File: src/hw/rtl/sed_pkg.sv
`timescale 1ns / 1ps
`default_nettype none
package sed_pkg;

	localparam int unsigned MAX_WIDTH     = 256;
	localparam int unsigned MAX_HEIGHT    = 256;
	localparam int unsigned FRACTION_BITS = 5;
	localparam int unsigned COL_W         = $clog2(MAX_WIDTH);
	localparam int unsigned ADDR_W        = COL_W + 1;
	localparam int unsigned DEPTH         = 2 * MAX_WIDTH;
	localparam int unsigned EPOCH_W       = 8;
	localparam int unsigned ERR_W         = 16;
	localparam int unsigned SHARE_W       = 12;
	localparam int unsigned NUM_LANES     = 3;
	localparam int unsigned CFG_W         = 9;
	localparam int unsigned IDX_W         = 16;

	// Reciprocal of 9 scaled by 2**16, exact for dividends below 2**15.
	localparam logic [12:0] RECIP9 = 13'd7282;

	localparam logic [1:0] REG_WIDTH  = 2'd0;
	localparam logic [1:0] REG_HEIGHT = 2'd1;
	localparam logic [1:0] REG_ENABLE = 2'd2;

	typedef enum logic [1:0] {
		WT_1,
		WT_2,
		WT_4,
		WT_6
	} weight_t;

	typedef enum logic [2:0] {
		ST_SWEEP,
		ST_IDLE,
		ST_DIV,
		ST_ROW,
		ST_RD,
		ST_MUL,
		ST_SHR,
		ST_SPREAD
	} state_t;

	typedef struct packed {
		logic mul_en;
		logic share_en;
	} lane_ctrl_t;

	typedef struct packed {
		logic [EPOCH_W-1:0]             tag;
		logic [NUM_LANES*ERR_W-1:0]     errs;
	} entry_t;

endpackage
`default_nettype wire

File: src/hw/rtl/sed_lane.sv
`timescale 1ns / 1ps
`default_nettype none
module sed_lane (
	input  wire logic                               clk,
	input  wire sed_pkg::lane_ctrl_t                ctrl,
	input  wire logic signed [sed_pkg::ERR_W-1:0]   err,
	input  wire logic [7:0]                         src,
	input  wire logic [7:0]                         chs,
	input  wire logic signed [sed_pkg::ERR_W-1:0]   acc,
	input  wire sed_pkg::weight_t                   wsel,
	output logic signed [sed_pkg::SHARE_W-1:0]      share,
	output logic signed [sed_pkg::ERR_W-1:0]        acc_next
);

	localparam int unsigned SUM_W = sed_pkg::ERR_W + 1;

	logic signed [8:0]                   diff;
	logic signed [SUM_W-1:0]             sum;
	logic [SUM_W-1:0]                    mag;
	logic [sed_pkg::ERR_W-1:0]           biased;
	logic [27:0]                         prod_s1;
	logic                                neg_s1;
	logic [sed_pkg::SHARE_W-1:0]         quo;
	logic signed [sed_pkg::SHARE_W-1:0]  share_q;
	logic signed [14:0]                  wt;
	logic signed [SUM_W-1:0]             acc_sum;

	always_comb begin
		diff   = $signed({1'b0, src}) - $signed({1'b0, chs});
		sum    = SUM_W'(err) + SUM_W'($signed({diff, {sed_pkg::FRACTION_BITS{1'b0}}}));
		mag    = sum[SUM_W-1] ? SUM_W'(-sum) : sum;
		biased = sed_pkg::ERR_W'(mag + SUM_W'(9));
	end

	always_ff @(posedge clk) begin
		if (ctrl.mul_en) begin
			prod_s1 <= 28'(biased[sed_pkg::ERR_W-1:1] * sed_pkg::RECIP9);
			neg_s1  <= sum[SUM_W-1];
		end
		if (ctrl.share_en) begin
			share_q <= share;
		end
	end

	always_comb begin
		quo = prod_s1[27:16];
		if (!neg_s1) begin
			share = (quo > 12'd2047) ? 12'sd2047 : $signed(quo);
		end else begin
			share = (quo > 12'd2048) ? -12'sd2048 : $signed(-quo);
		end
	end

	always_comb begin
		case (wsel)
			sed_pkg::WT_1: wt = 15'(share_q);
			sed_pkg::WT_2: wt = 15'(share_q) <<< 1;
			sed_pkg::WT_4: wt = 15'(share_q) <<< 2;
			default:       wt = (15'(share_q) <<< 2) + (15'(share_q) <<< 1);
		endcase
		acc_sum = SUM_W'(acc) + SUM_W'(wt);
		if (acc_sum > 17'sd32767) begin
			acc_next = 16'sh7FFF;
		end else if (acc_sum < -17'sd32768) begin
			acc_next = -16'sh8000;
		end else begin
			acc_next = acc_sum[sed_pkg::ERR_W-1:0];
		end
	end

endmodule
`default_nettype wire

File: config.mk
export PLATFORM = sky130hd
export DESIGN_NAME = sed_lane
export DESIGN_NICKNAME = d
export VERILOG_FILES = /design/src/hw/rtl/sed_pkg.sv /design/src/hw/rtl/sed_lane.sv
export SDC_FILE = /design/constraint.sdc
export NUM_CORES = 1
export LEC_CHECK = 0
export BUFFER_PORTS_ARGS = -buffer_cell sky130_fd_sc_hd__buf_2
export CORE_UTILIZATION = 50
export CTS_CLUSTER_SIZE = 28
export DETAILED_ROUTE_END_ITERATION = 8
export HOLD_SLACK_MARGIN = 0.05
export PLACE_DENSITY = 0.7
export SLEW_MARGIN = 15
export SYNTH_ARGS = -nofsm -noshare
export SYNTH_HDL_FRONTEND = slang
export SYNTH_SLANG_ARGS = --single-unit
export TNS_END_PERCENT = 30
File: constraint.sdc
create_clock -name clk -period 10.4 [get_ports clk]
set_input_delay 0 -clock clk [delete_from_list [all_inputs] [get_ports clk]]
set_output_delay 0 -clock clk [all_outputs]
set_load 0.02 [all_outputs]
==> results by group <==
Clocking
  – Maximum root-to-sink buffer count: 2
  – Clock latency on the worst-skew pair: 260 ps
  – Worst-path clk slew: 60 ps
  – Clk root buf: clkbuf_16
  – Sink Count: 25
  – Setup Buffers After CTS: 0
  – # H-tree levels: 1
  – CTS buffer count: 3
  – CTS tree: yes
  – # resized after CTS: 0
  – Hold_buf cts: 0

Layout
  – Proportion of layout cells with a drive suffix above 1: 12.8%
  – Area of the multi-input gates: 5490 um^2
  – Layout area overhead: 10.1%
  – # diodes: 0
  – Fillers: 1181
  – Post-layout util: 57.4%
  – Register area: 751 um^2
  – NumNets Final: 1068

Min path
  – Hold-critical path depth: 1
  – Min-delay worst type: primary input to flip-flop

Floorplan
  – Rows: 41
  – Die ar.: 13900 um^2
  – Core area: 12900 um^2
  – Die W: 118 um
  – Initial Utilization: 52.1%
  – Die height: 118 um
  – Num ports: 81

Critical path
  – Bufs and invs on worst path: 8
  – Top delay family on crit path: compound AO/OA/AOI/OAI gates
  – Critical-path top delay cell: fa_1
  – Crit end category: flip-flop
  – Crit Path Category: primary input to flip-flop
  – R2R cell count: 9
  – Stages on worst setup path: 50
  – WP data arrival: 9670 ps
  – CP Max Fanout: 8
  – CP max stage delay: 550 ps
  – Nature of the critical path startpoint: primary input
  – Required @ worst endpoint: 10400 ps

STA
  – Final hold vios: 0
  – Final setup margin: 730 ps
  – Worst Skew: 4.18 ps
  – Fin crit period: 9670 ps
  – Max-slew headroom: 22.7%
  – Slew of the pin with the lowest slew margin: 1130 ps
  – RSZ-0062 raised after global routing: false
  – Slew Viols, Final: 0
  – Final period util: 93.0%
  – Setup violations, final: 0
  – Fmax: 103 MHz
  – Fin Setup TNS: 0 ps

Flow run
  – Max-Cap Viols: 0

Placed design
  – Setup Slack @ Placement: 354 ps
  – PortBufs: 80
  – Dpl hpwl: 12800 um
  – Placer Congestion: 0.914

Logic synthesis
  – Async S/R FF share, synth: 0%
  – Cells after Synth: 767
  – Yosys reg bits: 25
  – Most used DFF post-synth: edfxtp_1
  – Sequential share of the synthesized area: 11.2%
  – Top post-synthesis cells by area: ha_1 25%, fa_1 11%, edfxtp_1 11%
  – Post-Syn Area: 6710 um^2
  – Top cell type's share of synthesized area: 25.0%
  – Yosys warns: 0
  – Synth area leader: ha_1
  – Post-synth EDFFs: 25
  – Top cells by count, synth: 134 x ha_1, 115 x inv_1, 56 x a21oi_1
  – Top-count cell post-synth: ha_1
  – Mean Syn Cell Area: 8.75 um^2
  – Synthesized Nets: 992
  – Cell variety after synth: 59

Routing
  – Routed WL: 14700 um
  – DR DRC count: 0
  – DRT iter0 DRCs: 219
  – DR vias: 5790
  – Number of vias per cell: 5.71
  – Wire per inst: 14.5 um
  – Drt pass-1 iters: 5
  – Antenna-violating nets left: 0

GRT
  – Initial antenna violation count: 0
  – Pin count of the biggest net entering global routing: 17
  – First-pass GRT wire length: 25000 um
  – Gr usage total: 21.1%
  – Grt ovf: 0
  – Vias in the first global route: 5642

Outcome
  – Status: completed
## cells in the final DEF, fill, tap and decap left out, drive strengths merged, types with 13 or more instances in the layout
master	Yosys	routed
fa	38	38
a21oi	57	57
o21ai	43	43
nor2	32	32
edfxtp	25	25
xnor2	53	53
nand2	38	38
nor3	17	17
buf	1	82
a21o	24	24
or3	13	13
inv	115	115
ha	134	134
xor2	29	29
## logic make-up after synthesis
family                     count (synthesis)  share of synthesized area, %
and+or+nand+nor                          156                          11.8
adders and majority gates                172                          36.3
buffers and inverters                    126                          7.07
DFF                                       25                          11.2
AOI/OAI and AO/OA                        193                          18.8
xor gates and xnor gates                  82                          11.0
muxes                                     13                          3.80
## metal layers
metal | track usage, % | routed length, um | up-vias
met5 | 0 | 0 | -
met3 | 0.872 | 509 | 18
met1 | 28.1 | 6830 | 2756
met2 | 38.1 | 7160 | 154
li1 | - | - | 2862
met4 | 3.45 | 178 | 0
## worst paths after layout
| check | start | to | slack (ps) |
|---|---|---|---|
| min reg2reg | prod_s1[19] | share_q[3] | 680 |
| max reg2reg | prod_s1[16] | share_q[9] | 7290 |
| max | src[0] | prod_s1[23] | 730 |
| min | ctrl[0] | share_q[7] | 130 |
## per-stage QoR
step / instance area, um^2 / std cells / hold slack, ps
after global routing: 7390 / 1014 / 135
after global placement: 7300 / 1010 / 383
after CTS: 7380 / 1014 / 131
final: 7390 / 1014 / 127
after detailed placement: 7300 / 1010 / 396
after floorplan: 6710 / 767 / 112
## sequential cells by signal, summed over array words and instances (netlist names)
register and cells:
prod_s1 12, share_q 12, neg_s1 1
## cell type report
type / instances / share of cell area (%)
clock inverters: 1 / 0.0678
flip-flops and latches: 25 / 10.2
inverters: 115 / 5.84
repair buffers: 82 / 5.62
multi-input cells: 616 / 74.4
clock buffers: 3 / 1.02
well taps: 172 / 2.91
Power is left out: the tool's default activity adds up to more than one toggle a clock period on the data nets, which glitch-free logic cannot reach.
