**config.mk**
```make
export PLATFORM = sky130hd
export DESIGN_NAME = sed_div
export DESIGN_NICKNAME = d
export VERILOG_FILES = /design/src/hw/rtl/sed_pkg.sv /design/src/hw/rtl/sed_div.sv
export SDC_FILE = /design/constraint.sdc
export NUM_CORES = 1
export LEC_CHECK = 0
export BUFFER_PORTS_ARGS = -buffer_cell sky130_fd_sc_hd__clkbuf_2
export CAP_MARGIN = 20
export CORE_ASPECT_RATIO = 1.5
export CORE_MARGIN = 2
export CORE_UTILIZATION = 30
export CTS_CLUSTER_DIAMETER = 200
export CTS_CLUSTER_SIZE = 24
export DETAILED_ROUTE_END_ITERATION = 16
export PLACE_DENSITY = 0.59
export SLEW_MARGIN = 0
export SYNTH_ARGS = -nofsm -noshare
export SYNTH_HDL_FRONTEND = slang
export SYNTH_SLANG_ARGS = --single-unit
```
**constraint.sdc**
```tcl
create_clock -name clk -period 3.2 [get_ports clk]
set_input_delay 0 -clock clk [delete_from_list [all_inputs] [get_ports clk]]
set_output_delay 0 -clock clk [all_outputs]
set_load 0.005 [all_outputs]
```
**src/hw/rtl/sed_pkg.sv**
```systemverilog
`timescale 1ns / 1ps
`default_nettype none
package sed_pkg;

	localparam int unsigned MAX_WIDTH     = 256;
	localparam int unsigned MAX_HEIGHT    = 256;
	localparam int unsigned FRACTION_BITS = 5;
	localparam int unsigned COL_W         = $clog2(MAX_WIDTH);
	localparam int unsigned ADDR_W        = COL_W + 1;
	localparam int unsigned DEPTH         = 2 * MAX_WIDTH;
	localparam int unsigned EPOCH_W       = 8;
	localparam int unsigned ERR_W         = 16;
	localparam int unsigned SHARE_W       = 12;
	localparam int unsigned NUM_LANES     = 3;
	localparam int unsigned CFG_W         = 9;
	localparam int unsigned IDX_W         = 16;

	// Reciprocal of 9 scaled by 2**16, exact for dividends below 2**15.
	localparam logic [12:0] RECIP9 = 13'd7282;

	localparam logic [1:0] REG_WIDTH  = 2'd0;
	localparam logic [1:0] REG_HEIGHT = 2'd1;
	localparam logic [1:0] REG_ENABLE = 2'd2;

	typedef enum logic [1:0] {
		WT_1,
		WT_2,
		WT_4,
		WT_6
	} weight_t;

	typedef enum logic [2:0] {
		ST_SWEEP,
		ST_IDLE,
		ST_DIV,
		ST_ROW,
		ST_RD,
		ST_MUL,
		ST_SHR,
		ST_SPREAD
	} state_t;

	typedef struct packed {
		logic mul_en;
		logic share_en;
	} lane_ctrl_t;

	typedef struct packed {
		logic [EPOCH_W-1:0]             tag;
		logic [NUM_LANES*ERR_W-1:0]     errs;
	} entry_t;

endpackage
`default_nettype wire

```
**src/hw/rtl/sed_div.sv**
```systemverilog
`timescale 1ns / 1ps
`default_nettype none
module sed_div (
	input  wire logic                            clk,
	input  wire logic                            arst_n,
	input  wire logic                            start,
	input  wire logic [sed_pkg::IDX_W-1:0]       dividend,
	input  wire logic [sed_pkg::CFG_W-1:0]       divisor,
	output logic                                 done,
	output logic [sed_pkg::IDX_W-1:0]            quotient,
	output logic [sed_pkg::COL_W-1:0]            remainder
);

	localparam int unsigned CNT_W = $clog2(sed_pkg::IDX_W + 1);

	logic [sed_pkg::CFG_W-1:0] rem_q;
	logic [sed_pkg::IDX_W-1:0] quo_q;
	logic [CNT_W-1:0]          cnt_q;
	logic                      busy_q;
	logic                      done_q;
	logic [sed_pkg::CFG_W:0]   trial;
	logic                      fits;

	assign trial = {rem_q, quo_q[sed_pkg::IDX_W-1]};
	assign fits  = trial >= {1'b0, divisor};

	always_ff @(posedge clk or negedge arst_n) begin
		if (!arst_n) begin
			busy_q <= 1'b0;
			done_q <= 1'b0;
			cnt_q  <= '0;
		end else begin
			done_q <= 1'b0;
			if (start) begin
				busy_q <= 1'b1;
				cnt_q  <= '0;
			end else if (busy_q) begin
				cnt_q <= cnt_q + 1'b1;
				if (cnt_q == CNT_W'(sed_pkg::IDX_W - 1)) begin
					busy_q <= 1'b0;
					done_q <= 1'b1;
				end
			end
		end
	end

	always_ff @(posedge clk) begin
		if (start) begin
			rem_q <= '0;
			quo_q <= dividend;
		end else if (busy_q) begin
			rem_q <= fits ? sed_pkg::CFG_W'(trial - {1'b0, divisor})
			              : trial[sed_pkg::CFG_W-1:0];
			quo_q <= {quo_q[sed_pkg::IDX_W-2:0], fits};
		end
	end

	assign done      = done_q;
	assign quotient  = quo_q;
	assign remainder = rem_q[sed_pkg::COL_W-1:0];

endmodule
`default_nettype wire

```
==> run metrics <==
status completed; Final nets 261; Tmin final 2.52 ns; Setup crit start kind register; Die ar. 6860 µm²; sequential-to-total area share from yosys stat 44.9%; total CTS buffers 5; Fmax 397 MHz; commonest non-fill, non-tap cell in the layout clkbuf_2; RePlAce Congestion 0.909; CTS sink cnt 32; first-pass GRT wire length 6320 µm; final setup TNS 0 ns; worst-case reg-to-reg path depth 8; core box area 6090 µm²; DR vias/cell 4.90; post-synthesis cell area 1860 µm²; detailed-route via count 1449; largest net degree at the start of global routing 26; # DRC 0; gr usage total 12.4%; CP most frequent cell inv_1; total wire length 3930 µm; total chip power 1.63 mW; CTS tree done; WP buf/inv 2; CP peak stage delay 0.42 ns; commonest non-fill, non-tap cells in the layout clkbuf_2, mux2_2, edfxtp_1, inv_1, nor2_1; area occupied by multi-input gates 875 µm²; ratio of cells with drive above 1 in the final layout 36.0%; critical-path maximum fanout 7; CP Data Required Time 3.24 ns; Worst setup EP type register; Final Hold Viols 0; CP Cell Sequence inv_1, ha_1, inv_1, fa_1, a211oi_1, o211ai_2, a21o_1, mux2_2; H-tree depth 2; Area Growth Syn to Fin 19.9%; Ports 53; vias in the first global route 1406; FF+latch count, synth 32; max_slew headroom 52.5%; antenna viol nets, final 0; total congestion overflow 0; Reg clk slew, reported paths 0.07 ns; TritonRoute pass-1 iters 4; Final HPWL DP 2930 µm; critical path type reg2reg; die height 100 µm; Core Rows 35; die width 68.3 µm; Crit. path cell count 8; Post-Syn Nets 215; YS warnings 0; Worst-Skew Late Latency 0.29 ns; leak pwr 1.03 nW; CTS root buffer clkbuf_8; n_diodes 0; post-synth cell types 41; area occupied by registers 836 µm²; CP Data Arrival Time 2.56 ns; RSZ-0062 raised after global routing no; crit share post-route 78.8%; Hold Crit Class in2reg; fillcell total 616; clk buf depth 2; hold path depth 2; port bufs 52; syn avg cell area 10.6 µm²; clock skew 0.00896 ns; antenna violations before repair 0; Syn Inst Count 175; CP max-delay cell edfxtp_1; Worst Max-Slew Pin Slew 0.712 ns; pwr dens 731 nW/µm²; # hold bufs at CTS 2; worst vdd ir 0.000390 V; maxcap violations 0; DR WL/cell 13.3 µm; final setup fails 0; # Post-CTS Setup Buffers 0; post_cts resized 0; final slew viol count 0; 1st-iter DRT viols 48; cell family contributing the most delay on the critical path compound AO/OA/AOI/OAI gates; Starting Density 30.6%
## synth_stat cells (all sizes together)
cell | number | area (µm²)
clkbuf | 5 | 18.8
a211oi | 5 | 42.5
nor3 | 1 | 5.00
xor2 | 5 | 43.8
inv | 15 | 56.3
nand3b | 1 | 7.51
nor2b | 1 | 6.26
o21ai | 11 | 55.1
nand2b | 2 | 12.5
mux2 | 16 | 180
ha | 11 | 138
a21oi | 5 | 25.0
xnor2 | 2 | 17.5
mux2i | 6 | 60.1
a31oi | 1 | 6.26
o22ai | 1 | 6.26
nand3 | 4 | 20.0
dfrtp | 7 | 175
buf | 10 | 76.3
a211o | 1 | 8.76
o211ai | 1 | 12.5
or4 | 1 | 7.51
o311ai | 2 | 17.5
nand4 | 2 | 12.5
a21o | 5 | 40.0
o31ai | 1 | 7.51
o311a | 1 | 10.0
and3 | 1 | 6.26
nor2 | 12 | 45.0
fa | 1 | 20.0
edfxtp | 16 | 480
a32oi | 2 | 17.5
nand2 | 10 | 37.5
or3 | 1 | 6.26
dfxtp | 9 | 180
## through the flow
stage / cells / setup WS [ns] / hold slack, ns / instance area [µm²] / util [%]
5_1_grt: 296 / 0.502 / 0.00992 / 2230 / 36.7
6_report: 296 / 0.679 / 0.00826 / 2230 / 36.7
3_5_place_dp: 286 / 0.684 / -0.150 / 2120 / 34.8
2_1_floorplan: 175 / 0.799 / -0.296 / 1860 / -
4_1_cts: 296 / 0.676 / 0.000931 / 2230 / 36.7
3_3_place_gp: 286 / 0.750 / -0.147 / 2120 / 34.8
## worst paths after layout
check | start | to | slack, ns
max | quotient[15] | quotient[0] | 0.68
min in group asynchronous | arst_n | busy_q | 0.07
max reg2reg | quotient[15] | quotient[0] | 0.68
max in group asynchronous | arst_n | cnt_q[4] | 2.96
min | dividend[10] | quotient[10] | 0.008
min reg2reg | rem_q[8] | rem_q[8] | 0.49
## kinds of logic after synthesis
group | share of synthesized area (%)
AOI/OAI and AO/OA | 13.4
xor gates and xnor gates | 3.29
adders and majority gates | 8.47
buffers and inverters | 8.13
DFF | 44.9
muxes | 12.9
and+or+nand+nor | 8.94
## report_power, final
| group | internal [mW] | total, mW | leakage [nW] | switching [mW] |
|---|---|---|---|---|
| sequential | 0.525 | 0.606 | 0.335 | 0.0807 |
| combinational | 0.318 | 0.700 | 0.656 | 0.382 |
| clock | 0.154 | 0.325 | 0.0404 | 0.171 |
| total | 0.997 | 1.63 | 1.03 | 0.634 |
## worst register-to-register path, cell delays in order (launching register included)
cell      delay (ns)
edfxtp_1        0.42
inv_1           0.08
ha_1            0.14
inv_1           0.05
fa_1            0.39
a211oi_1        0.42
o211ai_2        0.17
a21o_1          0.30
mux2_2          0.30
## flip-flops by register name, summed over array words and instances, names as in the netlist
register  count
quotient     16
rem_q         9
cnt_q         5
busy_q        1
done          1
## layout make-up
class                   instances  area share [%]
clock buffers                   5            3.08
clock inverters                 3            1.07
inverters                      15            2.52
multi-input cells             113            39.2
flip-flops and latches         32            37.4
well taps                      74            4.15
repair buffers                 54            12.6
## routing by layer
layer  wire, µm  track usage [%]  vias up
met5          0                0        -
met4        154             7.85        0
met3        210             3.02       14
met2       1940             20.2       49
met1       1630             14.2      671
li1           -                -      715
(Power assumes the default switching activity.)
